$ cat src/hdl/node_id_local_renumber_top_assert.svh
// assertion macros used by the node id renumber sequencer
`ifndef NODE_ID_LOCAL_RENUMBER_TOP_ASSERT_SVH
`define NODE_ID_LOCAL_RENUMBER_TOP_ASSERT_SVH

// same-cycle implication, clocked on clk, off during reset
`define NLR_ASSERT_IMP(lbl, ante, cons, msg) \
  lbl: assert property (@(posedge clk) disable iff (!rst_n) (ante) |-> (cons)) \
    else $error(msg);

// next-cycle implication, clocked on clk, off during reset
`define NLR_ASSERT_NXT(lbl, ante, cons, msg) \
  lbl: assert property (@(posedge clk) disable iff (!rst_n) (ante) |=> (cons)) \
    else $error(msg);

`endif

$ cat src/hdl/nlr_pkg.sv
// shared constants and types of the node id renumber block
`default_nettype none

package nlr_pkg;

  localparam int CAPACITY = 1024;
  localparam int ID_BITS  = 31;
  localparam int CNT_W    = $clog2(CAPACITY + 1);

  localparam logic MODE_CLEAR  = 1'b0;
  localparam logic MODE_LOOKUP = 1'b1;

  // ring control from the sequencer to the id cells
  typedef struct packed {
    logic shift;
    logic ins;
  } ring_ctl_t;

endpackage

`default_nettype wire

$ cat src/hdl/nlr_cell.sv
// one id cell of the rotating ring, takes its neighbor's id on shift, or the new id in the tail on insert
`default_nettype none

module nlr_cell #(
  parameter int ID_BITS = nlr_pkg::ID_BITS,
  parameter bit TAIL    = 1'b0
) (
  input  wire logic              clk,
  input  wire nlr_pkg::ring_ctl_t ctl,
  input  wire logic [ID_BITS-1:0] nbr_id,
  input  wire logic [ID_BITS-1:0] ins_id,
  output logic      [ID_BITS-1:0] id_o
);

  logic [ID_BITS-1:0] id_r;
  logic               take_ins;

  // only the tail cell receives a new id, the head's old slot wraps there
  assign take_ins = TAIL && ctl.ins;

  always_ff @(posedge clk) begin
    if (ctl.shift) begin
      id_r <= take_ins ? ins_id : nbr_id;
    end
  end

  assign id_o = id_r;

endmodule

`default_nettype wire

$ cat config.mk
export PLATFORM = sky130hd
export DESIGN_NAME = nlr_cell
export DESIGN_NICKNAME = d
export VERILOG_FILES = /design/src/hdl/node_id_local_renumber_top_assert.svh /design/src/hdl/nlr_pkg.sv /design/src/hdl/nlr_cell.sv
export SDC_FILE = /design/constraint.sdc
export NUM_CORES = 1
export LEC_CHECK = 0
export ABC_AREA = 1
export BUFFER_PORTS_ARGS = -buffer_cell sky130_fd_sc_hd__buf_2
export CAP_MARGIN = 10
export CORE_MARGIN = 4
export CORE_UTILIZATION = 30
export DETAILED_ROUTE_END_ITERATION = 12
export PLACE_DENSITY_LB_ADDON = 0.15
export SLEW_MARGIN = 30
export SYNTH_ARGS = -nofsm -noshare
export SYNTH_HDL_FRONTEND = slang
export SYNTH_SLANG_ARGS = --single-unit
export TNS_END_PERCENT = 50
$ cat constraint.sdc
create_clock -name clk -period 0.8 [get_ports clk]
set_input_delay 0.16 -clock clk [delete_from_list [all_inputs] [get_ports clk]]
set_output_delay 0.16 -clock clk [all_outputs]
set_load 0.005 [all_outputs]
# --- Word-level counts from Yosys, hierarchy flattened ---
# Cells that the tools add are included.
word_totals:
  register_bits: 31
  inputBits: 65
  out_inout_bits: 31
  elab_cells: 1

# --- Longest topological paths before layout ---
# Gate-level depths: netlist (run 1).
logic_depth:
  ltp_word: 0
  mapped_depth: 0
  mapped_depth_nobuf: 0

# --- Worst setup path after synthesis (run 1) ---
# OpenSTA, ideal clock, no wires.
synth_path:
  kind: "flip-flop to output port"
  from: "reg id_r[0], in the netlist id_o[0]"
  to: "out id_o[0]"
  t_arrival_ps: 355
  setup_slack_ps: 285
  stages_incl_launch_ff: 1
  n_path_buf: 0
  cell_sequence: "edfxtp_1"
synth_lines:
  columns: ["item", "line_no", "source"]
  rows:
  - ["start, declared", "nlr_cell.sv:15", "logic [ID_BITS-1:0] id_r;"]
  - ["start signal, assigned", "nlr_cell.sv:23", "id_r <= take_ins ? ins_id : nbr_id;"]
  - ["end, declared", "nlr_cell.sv:12", "output logic [ID_BITS-1:0] id_o"]
# No word-level cell between the ends.

# --- Final worst setup path (run 1) ---
layout_path:
  from: "reg id_r[16], in the netlist id_o[16]"
  to: "out id_o[16]"
# No word-level cell between the ends.

==> results.sh, run 1 <==
export IMPL_status="finished with violations"
export IMPL_violations="negative setup slack"
export IMPL_holdPathStages=2
export IMPL_clk_pin_slew_worst_paths_ns=0.09
export IMPL_vias=692
export IMPL_yosysWarningCount=0
export IMPL_cp_max_fo=1
export IMPL_tns_ns=-5.229
export IMPL_holdPathEnd="id_o[4]"
export IMPL_drc_errors=0
export IMPL_die_h_microns=63.71
export IMPL_grt_pass1_wl_mm=3.070
export IMPL_yosysSeqAreaShare_pct=100.0
export IMPL_grt_overflow=0
export IMPL_routed_via_density=4.169
export IMPL_hold_path_class="in2reg"
export IMPL_cp_required_ns=0.64
export IMPL_relSlewSlack_pct=93.39
export IMPL_crit_path_end_kind="primary output"
export IMPL_netlist_area_sq_um=930.9
export IMPL_core_area_sq_um=2853
export IMPL_multi_input_area_sq_um=0
export IMPL_drtIter0Drc=12
export IMPL_final_common_cell="buf_2"
export IMPL_synth_nets=96
export IMPL_cts_made_buffers=5
export IMPL_final_cell_mix="buf_2, dlygate4sd3_1, edfxtp_1, clkbuf_4"
export IMPL_start_util_pct=32.63
export IMPL_slowest_delay_ns=0.38
export IMPL_multi_input_comb_cells=0
export IMPL_port_buffer_count=63
export IMPL_criticalPathCategory="reg2out"
export IMPL_fmax_mhz=1013
export IMPL_layout_drive_gt1_share_pct=51.85
export IMPL_p_leak_nw=0.7268
export IMPL_gp_congestion=0.6942
export IMPL_drt_total_wl_mm=2.031
export IMPL_critical_path_top_delay_family="flip-flops"
export IMPL_rsz0062_at_grt="yes"
export IMPL_hold_start="ctl[1]"
export IMPL_routedWlPerCell_microns=12.23
export IMPL_cts_tree="done"
export IMPL_track_usage_pct=10.43
export IMPL_root_buffer="clkbuf_4"
export IMPL_die_w_microns=63.71
export IMPL_syn_avg_cell_area_sq_um=30.03
export IMPL_area_delta_synth_final_pct=80.91
export IMPL_cp_start_kind="flop"
export IMPL_diodes=0
export IMPL_rows=19
export IMPL_hold_viol_final=0
export IMPL_final_antenna_net_count=0
export IMPL_cts_post_setup_buffers_inserted=0
export IMPL_period_share_pct=123.3
export IMPL_antenna_found_initial=0
export IMPL_cts_max_level=2
export IMPL_layout_setup_ws_ns=-0.1867
export IMPL_cap_viol_max_count=0
export IMPL_placedCellCount=127
export IMPL_ys_types=1
export IMPL_ir_worst_vdd_v=0.0009750
export IMPL_p_per_area_nw_per_um2=1860
export IMPL_final_nets=199
export IMPL_utilization_pct=59.04
export IMPL_first_pass_iters=2
export IMPL_finalCriticalPeriod_ns=0.9867
export IMPL_cts_sinks=31
export IMPL_layout_cells_non_filler=166
export IMPL_cp_slowest_cell="edfxtp_1"
export IMPL_setup_viol=31
export IMPL_dp_slack_ns=0.02856
export IMPL_tightestPinTransition_ns=0.09913
export IMPL_grt_max_degree=18
export IMPL_hold_slack_ns=0.2580
export IMPL_finalMaxSlewViolations=0
export IMPL_ys_ff_latch=31
export IMPL_cp_buffers_inverters=1
export IMPL_crit_cells=1
export IMPL_die_area_sq_um=4058
export IMPL_synth_cells=31
export IMPL_crit_chain="buf_2"
export IMPL_io_pins=96
export IMPL_ctsLongestPathBuffers=2
export IMPL_cp_arrival_ns=0.83
export IMPL_grt_pass1_vias=695
export IMPL_largest_reg_flops=31
## layout make-up
type                    count  area, sq um
well taps                  31        38.79
flip-flops and latches     31        930.9
fillers                   236         1169
repair buffers             96        665.6
clock inverters             2        7.507
clock buffers               6        41.29
## power by group
| group | leakage [nW] | internal, W | switching (W) |
|---|---|---|---|
| clock network | 0.0273 | 0.000325 | 0.000476 |
| logic | 0.396 | 0.000249 | 0.000131 |
| registers | 0.303 | 0.00193 | 0.0000250 |
| total | 0.727 | 0.00250 | 0.000632 |
## cells in the mapped netlist, drive strengths merged
cell	count	area [sq um]
edfxtp	31	930.9
## per-stage QoR
step                      instance area, sq um  total power, W
after floorplan                          930.9        0.002017
after global placement                    1325        0.002252
after detailed placement                  1325        0.002264
after CTS                                 1604        0.003164
after global routing                      1684        0.003308
final                                     1684        0.003132
## how the worst max path moves through the flow
| stage | start | endpoint |
|---|---|---|
| floorplan | id_o[0] | id_o[0] |
| global placement | ctl[1] | id_o[30] |
| detailed placement | ctl[1] | id_o[17] |
| CTS | id_o[2] | id_o[2] |
| global route | id_o[16] | id_o[16] |
| finish | id_o[16] | id_o[16] |
## cell families (layout without fill, tap and decap cells)
kind of cell	Yosys count	in the layout	synth area share, %
buffers and inverters	0	104	0
DFF	31	31	100.0
## repair_timing
item / 4_1_cts / 5_1_grt
resized for setup: 0 / 0
setup endpoints to repair: 31 / 31
hold endpoints to repair: 23 / 8
hold buffers: 23 / 8
## routing by layer
layer	up-vias	GRT usage [%]	part of all wire, %
met5	-	0	0
met4	0	4.852	1.3
met3	3	6.572	11
met2	42	17.73	53
met1	314	9.840	35
li1	333	-	-
Note: power is estimated with default switching activity, not from simulation.
==> run 2: changes to the inputs <==
Settings changed: CELL_PAD_IN_SITES_DETAIL_PLACEMENT set to 0, CELL_PAD_IN_SITES_GLOBAL_PLACEMENT set to 2, CORE_UTILIZATION 30 to 20, HOLD_SLACK_MARGIN set to 0.02.
==> run 2 against run 1 <==
Net effect: die area increased by 43%; fmax increased by 4.5%; critical path depth stayed put; the run still ends with negative setup slack left; design area shrank 16%; critical endpoint is now id_o[14]; highest routed layer unchanged.
==> results.sh, run 2 (synthesis gave the netlist of run 1 again) <==
export IMPL_hold_viol_final=0
export IMPL_root_buffer="clkbuf_8"
export IMPL_criticalPathCategory="reg2out"
export IMPL_start_util_pct=20.95
export IMPL_fmax_mhz=1059
export IMPL_cp_arrival_ns=0.78
export IMPL_crit_end="id_o[14]"
export IMPL_cts_sinks=31
export IMPL_port_buffer_count=63
export IMPL_relSlewSlack_pct=90.45
export IMPL_routedWlPerCell_microns=12.39
export IMPL_core_area_sq_um=4444
export IMPL_cts_max_level=2
export IMPL_cts_made_buffers=5
export IMPL_crit_cells=1
export IMPL_utilization_pct=31.95
export IMPL_rows=24
export IMPL_crit_path_start="id_o[14]"
export IMPL_ir_worst_vdd_v=0.0009085
export IMPL_grt_max_degree=26
export IMPL_final_antenna_net_count=0
export IMPL_slowest_delay_ns=0.37
export IMPL_grt_overflow=0
export IMPL_tightestPinTransition_ns=0.1432
export IMPL_ctsLongestPathBuffers=2
export IMPL_die_w_microns=76.23
export IMPL_clk_pin_slew_worst_paths_ns=0.06
export IMPL_die_area_sq_um=5810
export IMPL_status="finished with violations"
export IMPL_finalCriticalPeriod_ns=0.9443
export IMPL_tns_ns=-3.703
export IMPL_crit_chain="buf_2"
export IMPL_finalMaxSlewViolations=0
export IMPL_track_usage_pct=7.301
export IMPL_drtIter0Drc=20
export IMPL_first_pass_iters=4
export IMPL_multi_input_comb_cells=0
export IMPL_crit_path_end_kind="primary output"
export IMPL_grt_pass1_wl_mm=3.180
export IMPL_setup_viol=31
export IMPL_cts_tree="done"
export IMPL_diodes=0
export IMPL_gp_congestion=0.5853
export IMPL_critical_path_top_delay_family="flip-flops"
export IMPL_layout_setup_ws_ns=-0.1443
export IMPL_cp_max_fo=1
export IMPL_die_h_microns=76.23
export IMPL_cap_viol_max_count=0
export IMPL_layout_cells_non_filler=156
export IMPL_cp_required_ns=0.64
export IMPL_multi_input_area_sq_um=0
export IMPL_violations="negative setup slack"
export IMPL_final_common_cell="buf_2"
export IMPL_routed_via_density=3.692
export IMPL_p_leak_nw=0.6077
export IMPL_area_delta_synth_final_pct=52.55
export IMPL_grt_pass1_vias=608
export IMPL_final_cell_mix="buf_2, edfxtp_1, clkbuf_8, clkbuf_1"
export IMPL_io_pins=96
export IMPL_antenna_found_initial=0
export IMPL_drt_total_wl_mm=1.933
export IMPL_layout_drive_gt1_share_pct=68.27
export IMPL_rsz0062_at_grt="yes"
export IMPL_drc_errors=0
export IMPL_hold_start="nbr_id[17]"
export IMPL_largest_reg_flops=31
export IMPL_period_share_pct=118.0
export IMPL_cts_post_setup_buffers_inserted=0
export IMPL_final_nets=168
export IMPL_vias=576
export IMPL_placedCellCount=148
export IMPL_cp_buffers_inverters=1
export IMPL_cp_start_kind="flop"
export IMPL_hold_path_class="in2reg"
export IMPL_p_per_area_nw_per_um2=2359
export IMPL_cp_slowest_cell="edfxtp_1"
==> run 2: worst min-delay path by stage <==
stage	endpoint	slack, ns	depth (start not counted)
2_1_floorplan	id_o[0]	0.26	0
3_3_place_gp	id_o[19]	0.34	1
3_5_place_dp	id_o[11]	0.34	1
4_1_cts	id_o[17]	0.04	1
5_1_grt	id_o[23]	0.03	1
6_report	id_o[17]	0.06	1
==> run 2: metrics by stage <==
step                setup slack (ns)  hold WS [ns]  cell area (sq um)  power [W]
finish                       -0.1443       0.05534               1420   0.003350
global route                 -0.1989       0.03202               1420   0.003556
CTS                          -0.1678       0.04144               1420   0.003423
detailed placement           0.02436        0.3381               1339   0.002258
global placement             0.03251        0.3368               1339   0.002250
floorplan                     0.2847        0.2589              930.9   0.002017
==> run 2: layout make-up <==
cell class	count	area [sq um]
Fill cell	445	3024
Tap cell	52	65.06
Clock buffer	7	76.32
Clock inverter	1	5.005
Sequential cell	31	930.9
Timing Repair Buffer	65	342.8
==> run 2: per-layer routing <==
layer / wire length [microns] / share of wire [%] / GRT usage [%]
met1: 682 / 35 / 7.612
met2: 925 / 48 / 11.07
met3: 293 / 15 / 5.319
met4: 31 / 1.6 / 3.261
met5: 0 / 0 / 0
==> run 2: timing repair <==
item,4_1_cts,5_1_grt
resized for setup,0,0
setup endpoints to repair,31,31
hold buffers,0,0
==> run 2: where the power goes <==
part	leakage, nW	internal, W	total (W)	switching, W
clock network	0.0422	0.000609	0.00114	0.000531
logic	0.262	0.000144	0.000255	0.000111
registers	0.303	0.00193	0.00196	0.0000262
total	0.608	0.00268	0.00335	0.000668
