## src/hdl/node_id_local_renumber_top_assert.svh

```systemverilog
// assertion macros used by the node id renumber sequencer
`ifndef NODE_ID_LOCAL_RENUMBER_TOP_ASSERT_SVH
`define NODE_ID_LOCAL_RENUMBER_TOP_ASSERT_SVH

// same-cycle implication, clocked on clk, off during reset
`define NLR_ASSERT_IMP(lbl, ante, cons, msg) \
  lbl: assert property (@(posedge clk) disable iff (!rst_n) (ante) |-> (cons)) \
    else $error(msg);

// next-cycle implication, clocked on clk, off during reset
`define NLR_ASSERT_NXT(lbl, ante, cons, msg) \
  lbl: assert property (@(posedge clk) disable iff (!rst_n) (ante) |=> (cons)) \
    else $error(msg);

`endif

```

## src/hdl/nlr_pkg.sv

```systemverilog
// shared constants and types of the node id renumber block
`default_nettype none

package nlr_pkg;

  localparam int CAPACITY = 1024;
  localparam int ID_BITS  = 31;
  localparam int CNT_W    = $clog2(CAPACITY + 1);

  localparam logic MODE_CLEAR  = 1'b0;
  localparam logic MODE_LOOKUP = 1'b1;

  // ring control from the sequencer to the id cells
  typedef struct packed {
    logic shift;
    logic ins;
  } ring_ctl_t;

endpackage

`default_nettype wire

```

## src/hdl/nlr_if.sv

```systemverilog
// valid/ready channel interfaces for input and result words
`default_nettype none

interface nlr_in_if #(
  parameter int ID_W = nlr_pkg::ID_BITS
);
  logic            valid;
  logic            ready;
  logic            mode;
  logic [ID_W-1:0] node_id;

  modport source (output valid, output mode, output node_id, input ready);
  modport sink   (input valid, input mode, input node_id, output ready);
endinterface

interface nlr_out_if #(
  parameter int CNT_W = nlr_pkg::CNT_W
);
  logic             valid;
  logic             ready;
  logic [CNT_W-1:0] local_index;
  logic             was_new;
  logic             table_full;
  logic [CNT_W-1:0] entries_used;

  modport source (output valid, output local_index, output was_new, output table_full,
                  output entries_used, input ready);
  modport sink   (input valid, input local_index, input was_new, input table_full,
                  input entries_used, output ready);
endinterface

`default_nettype wire

```

## src/hdl/nlr_ctrl.sv

```systemverilog
// sequencer: head compare, entry count, ring alignment and result register
`default_nettype none
`include "node_id_local_renumber_top_assert.svh"

module nlr_ctrl #(
  parameter int CAPACITY = nlr_pkg::CAPACITY,
  parameter int ID_BITS  = nlr_pkg::ID_BITS
) (
  input  wire logic               clk,
  input  wire logic               rst_n,
  nlr_in_if.sink                  in_ch,
  nlr_out_if.source               out_ch,
  input  wire logic [ID_BITS-1:0] head_id,
  output logic      [ID_BITS-1:0] key,
  output nlr_pkg::ring_ctl_t      ctl
);

  localparam int CNT_W = $clog2(CAPACITY + 1);
  localparam int POS_W = $clog2(CAPACITY);
  localparam logic [CNT_W-1:0] CAP_C  = CNT_W'(CAPACITY);
  localparam logic [POS_W-1:0] LAST_C = POS_W'(CAPACITY - 1);

  localparam logic [1:0] ST_IDLE   = 2'd0;
  localparam logic [1:0] ST_SCAN   = 2'd1;
  localparam logic [1:0] ST_APPEND = 2'd2;
  localparam logic [1:0] ST_DONE   = 2'd3;

  logic [1:0]         state_r, state_nxt;
  logic [CNT_W-1:0]   cnt_r, cnt_nxt;
  logic [POS_W-1:0]   hidx_r, hidx_nxt;   // entry index held by the head cell
  logic [POS_W-1:0]   stp_r, stp_nxt;
  logic               hit_r, hit_nxt;
  logic [ID_BITS-1:0] key_r, key_nxt;
  logic [CNT_W-1:0]   res_idx_r, res_idx_nxt;
  logic               res_new_r, res_new_nxt;
  logic               res_full_r, res_full_nxt;
  logic               ov_r, ov_nxt;
  logic [CNT_W-1:0]   o_idx_r, o_idx_nxt;
  logic               o_new_r, o_new_nxt;
  logic               o_full_r, o_full_nxt;
  logic [CNT_W-1:0]   o_used_r, o_used_nxt;

  logic [CNT_W-1:0]   hidx_ext;
  logic [POS_W-1:0]   hidx_inc;
  logic               match;
  logic               last;
  logic               out_free;

  assign hidx_ext = CNT_W'(hidx_r);
  assign hidx_inc = (hidx_r == LAST_C) ? '0 : POS_W'(hidx_r + 1'b1);
  // entries at or above the count are stale and never compared
  assign match    = (head_id == key_r) && (hidx_ext < cnt_r);
  assign last     = (stp_r == LAST_C);
  assign out_free = !ov_r || out_ch.ready;

  always_comb begin
    state_nxt    = state_r;
    cnt_nxt      = cnt_r;
    hidx_nxt     = hidx_r;
    stp_nxt      = stp_r;
    hit_nxt      = hit_r;
    key_nxt      = key_r;
    res_idx_nxt  = res_idx_r;
    res_new_nxt  = res_new_r;
    res_full_nxt = res_full_r;
    ctl.shift    = 1'b0;
    ctl.ins      = 1'b0;

    unique case (state_r)
      ST_IDLE: begin
        if (in_ch.valid) begin
          res_new_nxt  = 1'b0;
          res_full_nxt = 1'b0;
          if (in_ch.mode == nlr_pkg::MODE_CLEAR) begin
            cnt_nxt     = '0;
            hidx_nxt    = '0;
            res_idx_nxt = '0;
            state_nxt   = ST_DONE;
          end else begin
            key_nxt   = in_ch.node_id;
            stp_nxt   = '0;
            hit_nxt   = 1'b0;
            state_nxt = ST_SCAN;
          end
        end
      end
      ST_SCAN: begin
        // one full revolution brings the ring back to its starting alignment
        ctl.shift = 1'b1;
        hidx_nxt  = hidx_inc;
        stp_nxt   = POS_W'(stp_r + 1'b1);
        if (match) begin
          hit_nxt     = 1'b1;
          res_idx_nxt = hidx_ext + 1'b1;
        end
        if (last) begin
          if (hit_r || match) begin
            state_nxt = ST_DONE;
          end else if (cnt_r < CAP_C) begin
            state_nxt = ST_APPEND;
          end else begin
            res_idx_nxt  = '0;
            res_full_nxt = 1'b1;
            state_nxt    = ST_DONE;
          end
        end
      end
      ST_APPEND: begin
        // head holds the free slot; it lands in the tail with the new id
        ctl.shift   = 1'b1;
        ctl.ins     = 1'b1;
        hidx_nxt    = hidx_inc;
        cnt_nxt     = cnt_r + 1'b1;
        res_idx_nxt = cnt_r + 1'b1;
        res_new_nxt = 1'b1;
        state_nxt   = ST_DONE;
      end
      ST_DONE: begin
        if (out_free) begin
          state_nxt = ST_IDLE;
        end
      end
      default: begin
        state_nxt = ST_IDLE;
      end
    endcase
  end

  always_comb begin
    ov_nxt     = ov_r;
    o_idx_nxt  = o_idx_r;
    o_new_nxt  = o_new_r;
    o_full_nxt = o_full_r;
    o_used_nxt = o_used_r;
    if ((state_r == ST_DONE) && out_free) begin
      ov_nxt     = 1'b1;
      o_idx_nxt  = res_idx_r;
      o_new_nxt  = res_new_r;
      o_full_nxt = res_full_r;
      o_used_nxt = cnt_r;
    end else if (out_ch.ready) begin
      ov_nxt = 1'b0;
    end
  end

  always_ff @(posedge clk) begin
    if (!rst_n) begin
      state_r <= ST_IDLE;
      cnt_r   <= '0;
      hidx_r  <= '0;
      ov_r    <= 1'b0;
    end else begin
      state_r <= state_nxt;
      cnt_r   <= cnt_nxt;
      hidx_r  <= hidx_nxt;
      ov_r    <= ov_nxt;
    end
  end

  always_ff @(posedge clk) begin
    stp_r      <= stp_nxt;
    hit_r      <= hit_nxt;
    key_r      <= key_nxt;
    res_idx_r  <= res_idx_nxt;
    res_new_r  <= res_new_nxt;
    res_full_r <= res_full_nxt;
    o_idx_r    <= o_idx_nxt;
    o_new_r    <= o_new_nxt;
    o_full_r   <= o_full_nxt;
    o_used_r   <= o_used_nxt;
  end

  assign key                 = key_r;
  assign in_ch.ready         = (state_r == ST_IDLE);
  assign out_ch.valid        = ov_r;
  assign out_ch.local_index  = o_idx_r;
  assign out_ch.was_new      = o_new_r;
  assign out_ch.table_full   = o_full_r;
  assign out_ch.entries_used = o_used_r;

  `NLR_ASSERT_IMP(a_idle_align, state_r == ST_IDLE, (hidx_ext == cnt_r) || ((hidx_r == '0) && (cnt_r == CAP_C)), "head cell out of step with entry count")
  `NLR_ASSERT_NXT(a_accept_busy, in_ch.valid && in_ch.ready, state_r != ST_IDLE, "accepted word left sequencer idle")
  `NLR_ASSERT_IMP(a_out_from_done, $rose(ov_r), $past(state_r == ST_DONE), "result word loaded outside done")
  `NLR_ASSERT_IMP(a_append_room, state_r == ST_APPEND, (cnt_r < CAP_C) && !hit_r, "append with full table or after hit")
  `NLR_ASSERT_IMP(a_new_xor_full, ov_r, !(o_new_r && o_full_r), "result both new and full")

endmodule

`default_nettype wire
```

## src/flat_wrapper.sv

```systemverilog
// flat-port wrapper written by rule: the top's interface ports become plain ports
module nlr_ctrl_flat 
#(
  parameter int CAPACITY = nlr_pkg::CAPACITY,
  parameter int ID_BITS  = nlr_pkg::ID_BITS
)
  (clk, rst_n, head_id, key, ctl, in_ch_valid, in_ch_mode, in_ch_node_id, in_ch_ready, out_ch_valid, out_ch_local_index, out_ch_was_new, out_ch_table_full, out_ch_entries_used, out_ch_ready);
  nlr_in_if in_ch_i ();
  nlr_out_if out_ch_i ();
  input  wire logic clk;
  input  wire logic rst_n;
  input  wire logic [ID_BITS-1:0] head_id;
  output logic      [ID_BITS-1:0] key;
  output nlr_pkg::ring_ctl_t ctl;
  input wire logic [$bits(in_ch_i.valid)-1:0] in_ch_valid;
  input wire logic [$bits(in_ch_i.mode)-1:0] in_ch_mode;
  input wire logic [$bits(in_ch_i.node_id)-1:0] in_ch_node_id;
  output wire logic [$bits(in_ch_i.ready)-1:0] in_ch_ready;
  output wire logic [$bits(out_ch_i.valid)-1:0] out_ch_valid;
  output wire logic [$bits(out_ch_i.local_index)-1:0] out_ch_local_index;
  output wire logic [$bits(out_ch_i.was_new)-1:0] out_ch_was_new;
  output wire logic [$bits(out_ch_i.table_full)-1:0] out_ch_table_full;
  output wire logic [$bits(out_ch_i.entries_used)-1:0] out_ch_entries_used;
  input wire logic [$bits(out_ch_i.ready)-1:0] out_ch_ready;
  assign in_ch_i.valid = in_ch_valid;
  assign in_ch_i.mode = in_ch_mode;
  assign in_ch_i.node_id = in_ch_node_id;
  assign in_ch_ready = in_ch_i.ready;
  assign out_ch_valid = out_ch_i.valid;
  assign out_ch_local_index = out_ch_i.local_index;
  assign out_ch_was_new = out_ch_i.was_new;
  assign out_ch_table_full = out_ch_i.table_full;
  assign out_ch_entries_used = out_ch_i.entries_used;
  assign out_ch_i.ready = out_ch_ready;
  nlr_ctrl #(.CAPACITY(CAPACITY), .ID_BITS(ID_BITS)) u_core (.clk(clk), .rst_n(rst_n), .in_ch(in_ch_i), .out_ch(out_ch_i), .head_id(head_id), .key(key), .ctl(ctl));
endmodule
```

## config.mk

```make
export PLATFORM = sky130hd
export DESIGN_NAME = nlr_ctrl_flat
export DESIGN_NICKNAME = d
export VERILOG_FILES = /design/src/hdl/nlr_pkg.sv /design/src/hdl/nlr_if.sv /design/src/hdl/nlr_ctrl.sv /design/src/flat_wrapper.sv
export VERILOG_INCLUDE_DIRS = /design/src /design/src/hdl
export SDC_FILE = /design/constraint.sdc
export NUM_CORES = 1
export LEC_CHECK = 0
export BUFFER_PORTS_ARGS = -buffer_cell sky130_fd_sc_hd__buf_2
export CAP_MARGIN = 5
export CORE_MARGIN = 2
export CORE_UTILIZATION = 45
export DETAILED_ROUTE_END_ITERATION = 6
export PLACE_DENSITY = 0.8
export SLEW_MARGIN = 20
export SYNTH_ARGS = -nofsm -noshare
export SYNTH_HDL_FRONTEND = slang
export SYNTH_SLANG_ARGS = --single-unit
export TNS_END_PERCENT = 1
```

## constraint.sdc

```tcl
create_clock -name clk -period 2.7 [get_ports clk]
set_input_delay 0.27 -clock clk [delete_from_list [all_inputs] [get_ports clk]]
set_output_delay 0.27 -clock clk [all_outputs]
set_load 0.1 [all_outputs]
```

Word-level counts from Yosys, hierarchy flattened:

Index checks and enable logic that the tools add are counted.

* register bits: 103
* bits in latches: 0
* bits in writable memories: 0
* memory bits (read-only): 0
* memories: 0

* add/subtract/negate cells: 4
* multipliers: 0
* divide/modulo/power cells: 0
* $lt $le $gt $ge: 2
* eq/ne operators: 14
* shift operators: 0
* multiplexer cells: 36
* bitwise operators: 0
* reductions and logical operators: 21

Operator list (count)
* two-way mux 11 bit: 6
* two-way mux 10 bit: 5
* case mux 10 bit (2 select lines): 2
* case mux 11 bit (3 select lines): 1
* equality test 31 bit: 1
* case mux 11 bit (2 select lines): 1
* adder 10 x 1 -> 10 bit, second input constant: 2
* equality test 10 bit, second input constant: 2
* AND reduction 3 bit: 6
* two-way mux 1 bit: 13
* adder 10 x 1 -> 11 bit, second input constant: 1
* adder 11 x 1 -> 11 bit, second input constant: 1
* < comparator 10 x 11 -> 1 bit: 1
* < comparator 11 bit, second input constant: 1
* inequality test 2 bit, second input constant: 5
* two-way mux 2 bit: 4
* case mux 2 bit (4 select lines): 1
* nonzero test 2 bit: 4
* inequality test 2 x 1 -> 1 bit, second input constant: 3
* case mux 1 bit (2 select lines): 3
* AND reduction 5 bit: 1
* equality test 2 bit, second input constant: 2
* AND reduction 4 bit: 1
* nonzero test 3 bit: 1
* 7 further kinds: 9

Logic depth before layout (Yosys ltp):

Gate-level depths: netlist (run 1).

* word-level depth: 7
* depth in mapped cells: 11

Least setup slack after synthesis (run 1):

Ideal clock, no wire load.

* path kind: register to register
* from: reg u_core.state_r[0]
* to: reg u_core.hit_r (enable)
* library setup time: 0.311 ns
* arrival: 2.832 ns
* required time: 2.389 ns
* path slack: -0.443 ns
* cell stages (with the launch flop): 6
* buffers on the path: 0
* period minus slack after synthesis: 3.143 ns
* cells stage by stage: dfxtp_1 inv_1 ha_1 and3_1 a21o_1 a21boi_0

* cells in the longest elaborated chain, start to end: 3
* elaborated cells on any way between the ends: 7
* those cells by class: 4 x eq/ne; 3 x reduce/logical

Ends and longest elaborated chain
* start, declared: RTL line nlr_ctrl.sv:28 `logic [1:0] state_r, state_nxt;`
* start signal, assigned: RTL line nlr_ctrl.sv:153 `state_r <= state_nxt;`
* zero test 2 bit (*)
* net in_ch_ready: RTL line flat_wrapper.sv:18 `output wire logic [$bits(in_ch_i.ready)-1:0] in_ch_ready;`
* inequality test 2 bit (no source line) or nonzero test 2 bit (tied branches)
* AND reduction 4 bit (no source line) (*)
* end signal, assigned: RTL line nlr_ctrl.sv:162 `hit_r <= hit_nxt;`
* end, declared: RTL line nlr_ctrl.sv:32 `logic hit_r, hit_nxt;`

The timed path passes the listed nets; every way through them passes the cells marked *.
A chain may end at the register's enable or synchronous reset.

Worst setup path after layout (run 1):

* from: reg u_core.cnt_r[4]
* to: reg u_core.res_full_r (enable)

* cells in the longest elaborated chain, start to end: 5
* elaborated cells on any way between the ends: 7
* those cells by class: 2 x order compare; 2 x eq/ne; 3 x reduce/logical

Ends and longest elaborated chain
* start, declared: RTL line nlr_ctrl.sv:29 `logic [CNT_W-1:0] cnt_r, cnt_nxt;`
* start signal, assigned: RTL line nlr_ctrl.sv:154 `cnt_r <= cnt_nxt;`
* < comparator 10 x 11 -> 1 bit: RTL line nlr_ctrl.sv:52 `assign match = (head_id == key_r) && (hidx_ext < cnt_r);`
* logical AND 1 bit: RTL line nlr_ctrl.sv:52
* logical OR 1 bit: RTL line nlr_ctrl.sv:97 `if (hit_r || match) begin`
* inequality test 2 bit (no source line)
* AND reduction 5 bit (no source line) (*)
* end signal, assigned: RTL line nlr_ctrl.sv:166 `res_full_r <= res_full_nxt;`
* end, declared: RTL line nlr_ctrl.sv:36 `logic res_full_r, res_full_nxt;`

Mark *: on every way between the ends. The rest lies on a longest branch, timed or not.

==> results of run 1 <==
[final cells by class]
type                       instances  area (sq um)  area share [%]
clock buffer                       9           124            2.09
clock inverter                     7           111            1.88
inverter                          18          67.6            1.14
multi-input combinational        274          1920            32.4
sequential                       103          2850            48.2
tap                              140           175            2.96
timing repair buffer             131           671            11.3
[kinds of logic after synthesis]
logic type / synth area share [%]
AOI/OAI and AO/OA: 8.92
xor gates and xnor gates: 9.87
adders and majority gates: 4.10
buffers and inverters: 2.41
DFF: 58.4
muxes: 2.87
and+or+nand+nor: 13.4
[routing by layer]
| metal | up-vias | wire length (um) | track usage, % |
|---|---|---|---|
| met1 | 1578 | 4260 | 21.7 |
| met5 | - | 0 | 0 |
| met3 | 22 | 759 | 4.40 |
| met4 | 0 | 270 | 9.52 |
| li1 | 1737 | - | - |
| met2 | 149 | 4800 | 29.7 |
[synthesized netlist by cell type (all sizes together)]
library cell  count  area (sq um)
edfxtp           79          2370
xor2             31           272
dfxtp            24           480
nand2            24          90.1
xnor2            24           210
a21oi            22           110
nor2             20          75.1
inv              18          67.6
ha               16           200
mux2i            14           140
nor2b            14          87.6
o21ai            14          70.1
nand3            12          60.1
and3             10          62.6
o21a             10          75.1
nor3              9          45.0
o22ai             8          50.1
clkbuf            7          26.3
nand4             7          43.8
nor3b             6          45.0
nor4              6          52.6
and2              5          31.3
a21o              3          22.5
a22oi             3          22.5
buf               3          23.8
a21boi            2          15.0
and4              2          17.5
nand2b            2          12.5
or4               2          15.0
a211o             1          8.76
a211oi            1          7.51
a31o              1          8.76
a41o              1          10.0
a41oi             1          8.76
nand4b            1          8.76
o2111ai           1          26.3
or3               1          6.26
[flip-flops by register name, summed over array words and instances, names as in the netlist]
signal	cells
u_core.out_ch.table_full	1
u_core.stp_r	10
u_core.res_idx_r	11
u_core.key	31
u_core.res_full_r	1
u_core.cnt_r	11
u_core.hidx_r	10
u_core.state_r	2
u_core.out_ch.valid	1
u_core.out_ch.local_index	11
u_core.out_ch.was_new	1
u_core.hit_r	1
u_core.out_ch.entries_used	11
u_core.res_new_r	1
[worst min path at each step]
stage | to | from | depth (start not counted) | slack, ps
floorplan | u_core.key[0] | in_ch_node_id[0] | 0 | 370
global placement | u_core.out_ch.was_new | u_core.res_new_r | 0 | 410
detailed placement | u_core.out_ch.was_new | u_core.res_new_r | 0 | 420
CTS | u_core.key[23] | in_ch_node_id[23] | 1 | 40
global route | u_core.key[2] | in_ch_node_id[2] | 1 | 30
finish | u_core.key[11] | in_ch_node_id[11] | 1 | 60
[through the flow]
step	std cells	util (%)	instance area [sq um]	power (mW)
2_1_floorplan	405	-	4890	3.89
5_1_grt	682	55.3	5920	5.62
4_1_cts	682	55.3	5920	5.41
3_5_place_dp	666	53.1	5680	4.29
6_report	682	55.3	5920	5.37
3_3_place_gp	666	53.1	5680	4.24
[where the power goes]
group,leakage [nW],internal (mW),switching (mW)
Clock,0.118,0.543,0.572
Combinational,1.38,0.421,1.54
Sequential,0.935,2.12,0.180
==> flow_summary.yaml, run 1 <==
pwr:
  leakagePower_nw: 2.43
  maximum_vdd_drop_mv: 0.507
  pwr_per_cell_area_nw_per_um2: 908
final_layout:
  area_growth_pct: 21.3
  commonest_non_fill_non_tap_cells_in_the_layout: "125 x sky130_fd_sc_hd__buf_2, 79 x sky130_fd_sc_hd__edfxtp_1, 31 x sky130_fd_sc_hd__xor2_1"
  final.fill_count: 914
  num-nets-final: 620
  layout.cells.most_common: "sky130_fd_sc_hd__buf_2"
  drive_above_1_share_pct: 28.4
  num_antenna_cells: 0
synthesis:
  synth-warning-count: 0
  post_synth_instance_area_sq_um: 4880
  synth_seq_cells: 103
  post_synth_inst_count: 405
  synth.lib_cells_used.distinct: 42
  synthesis.area_per_instance_sq_um: 12.1
  synthesis.nets: 488
  synth_sequential_area_ratio_pct: 58.4
timing:
  hold_ws_ps: 60.9
  setup_tns_ps: 0
  clock.fmax_mhz: 397
  unrepaired_setup_endpoints_after_global_routing: "false"
  setup_viol: 0
  post-route-period-util_pct: 93.3
  shortest_period_the_worst_path_allows_ps: 2520
  max_slew.worst_pin.slew_ps: 506
  fin_worst_skew_ps: 18.8
  setup_ws_ps: 181
  final_hold_viol_count: 0
  report.final.slew_viol_count: 0
  timing.slew.headroom_pct: 66.5
place:
  detailedPlacementHpwl_mm: 7.73
  portBuffers: 125
  dpl_worst_slack_ps: 187
  gp_congestion: 0.888
global_route:
  global_route_usage_over_all_layers_pct: 18.0
  number_of_antenna_violations_at_the_first_check_in_global_routing: 0
  grt_pass1_wl_mm: 16.0
  grt-ovfl-total: 0
  grt_start_max_net_pins: 32
  number_of_global_route_vias_before_repair: 3353
cts:
  postCtsHoldBufs: 0
  insertion_delay_ps: 380
  clock_tree.buffer_depth: 2
  worst_setup_hold_path_clk_slew_ps: 100
  clockRootBuffer: "sky130_fd_sc_hd__clkbuf_8"
  cts_setup_buffers: 0
  cts_tree: "done"
  clock-sinks: 103
  h_tree_depth: 3
  cts-resized-gates: 0
  cts_made_buffers: 9
setup_path:
  worst_setup_path_endpoint: "u_core.res_full_r"
  cp_num_cells: 9
  worstSetupStartpointType: "flop"
  worstSetupPathType: "reg2reg"
  worstReg2RegStart: "u_core.cnt_r[4]"
  timing.critical_path.slowest_cell_delay_ps: 450
  timing.reg2reg.worst_path_depth: 9
  crit_path_cell_trace: "inv_1 -> ha_1 -> a21oi_1 -> o21ai_0 -> nand2b_1 -> o2111ai_4 -> buf_4 -> nand4_1 -> a211oi_1"
  rr_endpoint: "u_core.res_full_r"
  critical_path.n_buffers_inverters: 2
  crit_path_end_kind: "flop"
  timing.critical_path.slowest_stage_cell: "sky130_fd_sc_hd__dfxtp_1"
  cp.required_ps: 2760
  rrSetupSlack_ps: 180
  critical-path-top-delay-family: "compound AO/OA/AOI/OAI gates"
  cp_data_arrival_time_ps: 2580
  worstPathMaxFanout: 14
  cp-startpoint: "u_core.cnt_r[4]"
drt:
  detail_route.wl_per_cell_um: 14.8
  via_to_cell_ratio: 5.11
  routed_wirelength_mm: 10.1
  num_vias: 3486
  drc: 0
  drt_pre_antenna_iters: 4
  drtAntennaViolNets: 0
  drt-initial-drc-count: 142
floorplan:
  design.portCount: 126
  die_w_um: 108
  initial_utilization_pct: 45.6
  coreArea_sq_um: 10700
  die_h_um: 108
  rows: 38
  die-area_sq_um: 11700
worst_hold_path:
  worst_hold_path_type: "in2reg"
outcome:
  outcome: "finished clean"
flow_run:
  max_cap_viol: 0
Power figures use the tool's default switching activity.
==> run 2, diff against run 1 <==
Settings changed: RECOVER_POWER set to 100.
==> flow_summary.yaml, run 2 (synthesis results as in run 1) <==
setup_path:
  worstSetupStartpointType: "flop"
  timing.critical_path.slowest_cell_delay_ps: 450
  cp_data_arrival_time_ps: 2570
  cp.required_ps: 2760
  crit_path_end_kind: "flop"
  rrSetupSlack_ps: 190
  cp-startpoint: "u_core.cnt_r[4]"
  worstPathMaxFanout: 14
  worstSetupPathType: "reg2reg"
  worstReg2RegStart: "u_core.cnt_r[4]"
  timing.critical_path.slowest_stage_cell: "sky130_fd_sc_hd__dfxtp_1"
  crit_path_cell_trace: "inv_1 -> ha_1 -> nand4_1 -> a211o_1 -> o2111ai_1 -> buf_4 -> nand4_1 -> a211oi_1"
  critical_path.most_common_cell: "sky130_fd_sc_hd__nand4_1"
cts:
  insertion_delay_ps: 380
  worst_setup_hold_path_clk_slew_ps: 100
  h_tree_depth: 3
  cts_setup_buffers: 0
  clockRootBuffer: "sky130_fd_sc_hd__clkbuf_8"
  cts_made_buffers: 9
  cts_tree: "done"
  clock-sinks: 103
  cts-resized-gates: 0
  clock_tree.buffer_depth: 2
  postCtsHoldBufs: 0
timing:
  setup_ws_ps: 189
  fin_worst_skew_ps: 15.2
  clock.fmax_mhz: 398
  max_slew.worst_pin.slew_ps: 1230
  hold_ws_ps: 59.5
  unrepaired_setup_endpoints_after_global_routing: "false"
  report.final.slew_viol_count: 0
  final_hold_viol_count: 0
  post-route-period-util_pct: 93.0
  setup_viol: 0
  timing.slew.headroom_pct: 18.5
  shortest_period_the_worst_path_allows_ps: 2510
final_layout:
  layout.cells.most_common: "sky130_fd_sc_hd__edfxtp_1"
  largest_reg_flops: 31
  drive_above_1_share_pct: 16.4
  num_antenna_cells: 0
  area_growth_pct: 19.0
  final_cell_count_no_fill: 682
  final.fill_count: 947
  stdcell_area_sq_um: 5810
  commonest_non_fill_non_tap_cells_in_the_layout: "79 x sky130_fd_sc_hd__edfxtp_1, 66 x sky130_fd_sc_hd__buf_2, 60 x sky130_fd_sc_hd__clkbuf_1"
  num-nets-final: 620
floorplan:
  rows: 38
  coreArea_sq_um: 10700
  initial_utilization_pct: 45.6
  die_h_um: 108
  design.portCount: 126
  die_w_um: 108
  die-area_sq_um: 11700
drt:
  num_vias: 3489
  drt-initial-drc-count: 157
  drtAntennaViolNets: 0
  routed_wirelength_mm: 10.2
  drc: 0
  via_to_cell_ratio: 5.12
  detail_route.wl_per_cell_um: 14.9
  drt_pre_antenna_iters: 4
global_route:
  global_route_usage_over_all_layers_pct: 18.0
  number_of_global_route_vias_before_repair: 3353
  number_of_antenna_violations_at_the_first_check_in_global_routing: 0
  grt_start_max_net_pins: 32
  grt-ovfl-total: 0
  grt_pass1_wl_mm: 16.0
worst_hold_path:
  worst_hold_path_type: "in2reg"
  timing.hold.worst.start: "in_ch_node_id[8]"
place:
  detailedPlacementHpwl_mm: 7.73
  dp_cells: 666
  portBuffers: 125
  dpl_worst_slack_ps: 187
  place_area_sq_um: 5680
  gp_congestion: 0.888
outcome:
  outcome: "finished clean"
pwr:
  leakagePower_nw: 2.25
  design_power_total_mw: 5.32
  pwr_per_cell_area_nw_per_um2: 916
  maximum_vdd_drop_mv: 0.503
flow_run:
  max_cap_viol: 0
[run 2: final timing paths]
kind	cells past startpoint	endpoint
setup / recovery	8	u_core.res_full_r
hold / removal	1	u_core.key[8]
setup reg to reg	8	u_core.res_full_r
hold reg to reg	0	u_core.out_ch.entries_used[9]
[run 2: report_power, final]
group | leakage [nW] | total (mW) | switching [mW] | internal, mW
clock network | 0.118 | 1.12 | 0.574 | 0.543
logic | 1.20 | 1.90 | 1.54 | 0.363
registers | 0.935 | 2.30 | 0.184 | 2.12
[run 2: layout make-up]
class / count / area [sq um] / share of cell area, %
Sequential cell: 103 / 2850 / 49.1
Multi-Input combinational cell: 274 / 1890 / 32.6
Timing Repair Buffer: 131 / 583 / 10.0
Inverter: 18 / 67.6 / 1.16
Tap cell: 140 / 175 / 3.02
Clock inverter: 7 / 111 / 1.92
Clock buffer: 9 / 124 / 2.13
[run 2: critical path, delay by kind of cell, from the launching register on]
kind / cells / cell delay [ps]
buffers and inverters: 2 / 420
DFF: 1 / 450
AOI/OAI and AO/OA: 3 / 760
and+or+nand+nor: 2 / 230
adders and majority gates: 1 / 330
[run 2: routing by layer]
metal	GRT usage [%]	wire length, um	vias up
li1	-	-	1738
met1	21.7	4330	1584
met2	29.7	4860	151
met3	4.40	763	16
met4	9.52	221	0
met5	0	0	-
[run 2: stage by stage]
stage,TNS (ps),utilization [%]
finish,0,54.3
global route,0,54.3
CTS,0,55.3
detailed placement,0,53.1
global placement,0,53.1
floorplan,-205,-
==> run 3, diff against run 2 <==
Settings changed: GPL_ROUTABILITY_DRIVEN set to 0.
Clock period 2.7 ns to 2.5 ns, I/O delays scaled along.
==> flow_summary.yaml, run 3 (synthesis results as in run 1) <==
outcome:
  outcome: "finished clean"
place:
  dp_cells: 667
  portBuffers: 125
  place_area_sq_um: 5690
  dpl_worst_slack_ps: -66.6
  detailedPlacementHpwl_mm: 7.70
final_layout:
  num_antenna_cells: 0
  num-nets-final: 621
  commonest_non_fill_non_tap_cells_in_the_layout: "81 x sky130_fd_sc_hd__buf_2, 79 x sky130_fd_sc_hd__edfxtp_1, 45 x sky130_fd_sc_hd__clkbuf_1"
  final_cell_count_no_fill: 683
  drive_above_1_share_pct: 20.8
  post-route-util_pct: 54.5
  largest_reg_flops: 31
  area_growth_pct: 19.5
  stdcell_area_sq_um: 5830
  layout.cells.most_common: "sky130_fd_sc_hd__buf_2"
timing:
  fin_worst_skew_ps: 7.70
  report.final.slew_viol_count: 0
  setup_ws_ps: 45.5
  post-route-period-util_pct: 98.2
  unrepaired_setup_endpoints_after_global_routing: "true"
  setup_tns_ps: 0
  timing.slew.headroom_pct: 21.0
  setup_viol: 0
  final_hold_viol_count: 0
  shortest_period_the_worst_path_allows_ps: 2450
  clock.fmax_mhz: 407
  hold_ws_ps: 42.5
  max_slew.worst_pin.slew_ps: 1190
setup_path:
  timing.critical_path.slowest_stage_cell: "sky130_fd_sc_hd__edfxtp_1"
  cp_data_arrival_time_ps: 2570
  critical_path.n_buffers_inverters: 1
  timing.critical_path.slowest_cell_delay_ps: 420
  worstPathMaxFanout: 11
  rrSetupSlack_ps: 50
  worstSetupStartpointType: "flop"
  critical-path-top-delay-family: "simple AND/OR/NAND/NOR gates"
  crit_path_cell_trace: "xor2_1 -> nor4_2 -> nand4_1 -> nor4_4 -> o2111ai_4 -> buf_6 -> mux2i_1 -> o22ai_1"
  worstSetupPathType: "reg2reg"
  cp.required_ps: 2620
  crit_path_end_kind: "flop"
cts:
  clockRootBuffer: "sky130_fd_sc_hd__clkbuf_8"
  clock-sinks: 103
  postCtsHoldBufs: 0
  clock_tree.buffer_depth: 2
  cts_made_buffers: 9
  h_tree_depth: 3
  cts_tree: "done"
  insertion_delay_ps: 370
  worst_setup_hold_path_clk_slew_ps: 100
global_route:
  grt-busiest-layer: "met2"
  grt_util_met3_pct: 4.34
  global_route_usage_over_all_layers_pct: 17.8
  number_of_global_route_vias_before_repair: 3348
  grt_start_max_net_pins: 32
  global_routing_met1_resource_utilization_pct: 22.4
  grt-ovfl-total: 0
  grt_pass1_wl_mm: 16.1
  gr-usage-met2_pct: 29.1
  number_of_antenna_violations_at_the_first_check_in_global_routing: 0
flow_run:
  max_cap_viol: 0
pwr:
  design_power_total_mw: 5.53
  leakagePower_nw: 2.28
  p_switching_mw: 2.45
  maximum_vdd_drop_mv: 0.455
  power_frac_clock_pct: 17.2
  combinationalPowerShare_pct: 38.1
  p_seq_share_pct: 44.7
  switching_share_pct: 44.2
  pwr_per_cell_area_nw_per_um2: 949
  p_int_mw: 3.08
floorplan:
  die-area_sq_um: 11700
  rows: 38
  initial_utilization_pct: 45.6
  die_w_um: 108
  design.portCount: 126
  coreArea_sq_um: 10700
  die_h_um: 108
drt:
  drt_pre_antenna_iters: 5
  routed_wirelength_mm: 10.2
  drt-initial-drc-count: 191
  num_vias: 3535
  via_to_cell_ratio: 5.18
  drtAntennaViolNets: 0
  drc: 0
  detail_route.wl_per_cell_um: 14.9
worst_hold_path:
  worst_hold_path_type: "in2reg"
## run 3: area by class of cell
class                           instances  area [sq um]
Clock buffer                           10           128
Multi-Input combinational cell        274          1940
Fill cell                             943          4870
Inverter                               18          67.6
Clock inverter                          6          45.0
Tap cell                              140           175
Sequential cell                       103          2850
Timing Repair Buffer                  132           627
## run 3: final timing paths
check | start | endpoint | cells after the start
max | u_core.key[29] | u_core.res_idx_r[6] | 8
max reg2reg | u_core.key[29] | u_core.res_idx_r[6] | 8
min | in_ch_node_id[26] | u_core.key[26] | 1
min reg2reg | u_core.res_new_r | u_core.out_ch.was_new | 0
## run 3: power by group through the flow
stage                     Sequential (mW)  Clock (mW)  Combinational, mW
after floorplan                      3.28           0              0.917
after CTS                            2.47       0.968               2.13
after global placement               2.49           0               2.08
final                                2.48       0.949               2.11
after detailed placement             2.51           0               2.11
after global routing                 2.52        1.03               2.24
## run 3: routing by layer
metal / up-vias / share of wire (%)
met3: 15 / 8.1
met5: - / 0
met2: 165 / 48
met4: 0 / 1.9
met1: 1616 / 42
li1: 1739 / -
## run 3: timing repair
| item | 4_1_cts | 5_1_grt |
|---|---|---|
| setup buffers | 0 | 0 |
| gates cloned | 0 | 0 |
| endpoints found under the setup margin | 11 | 11 |
| gates resized for setup | 5 | 0 |
| pin swaps | 3 | 1 |
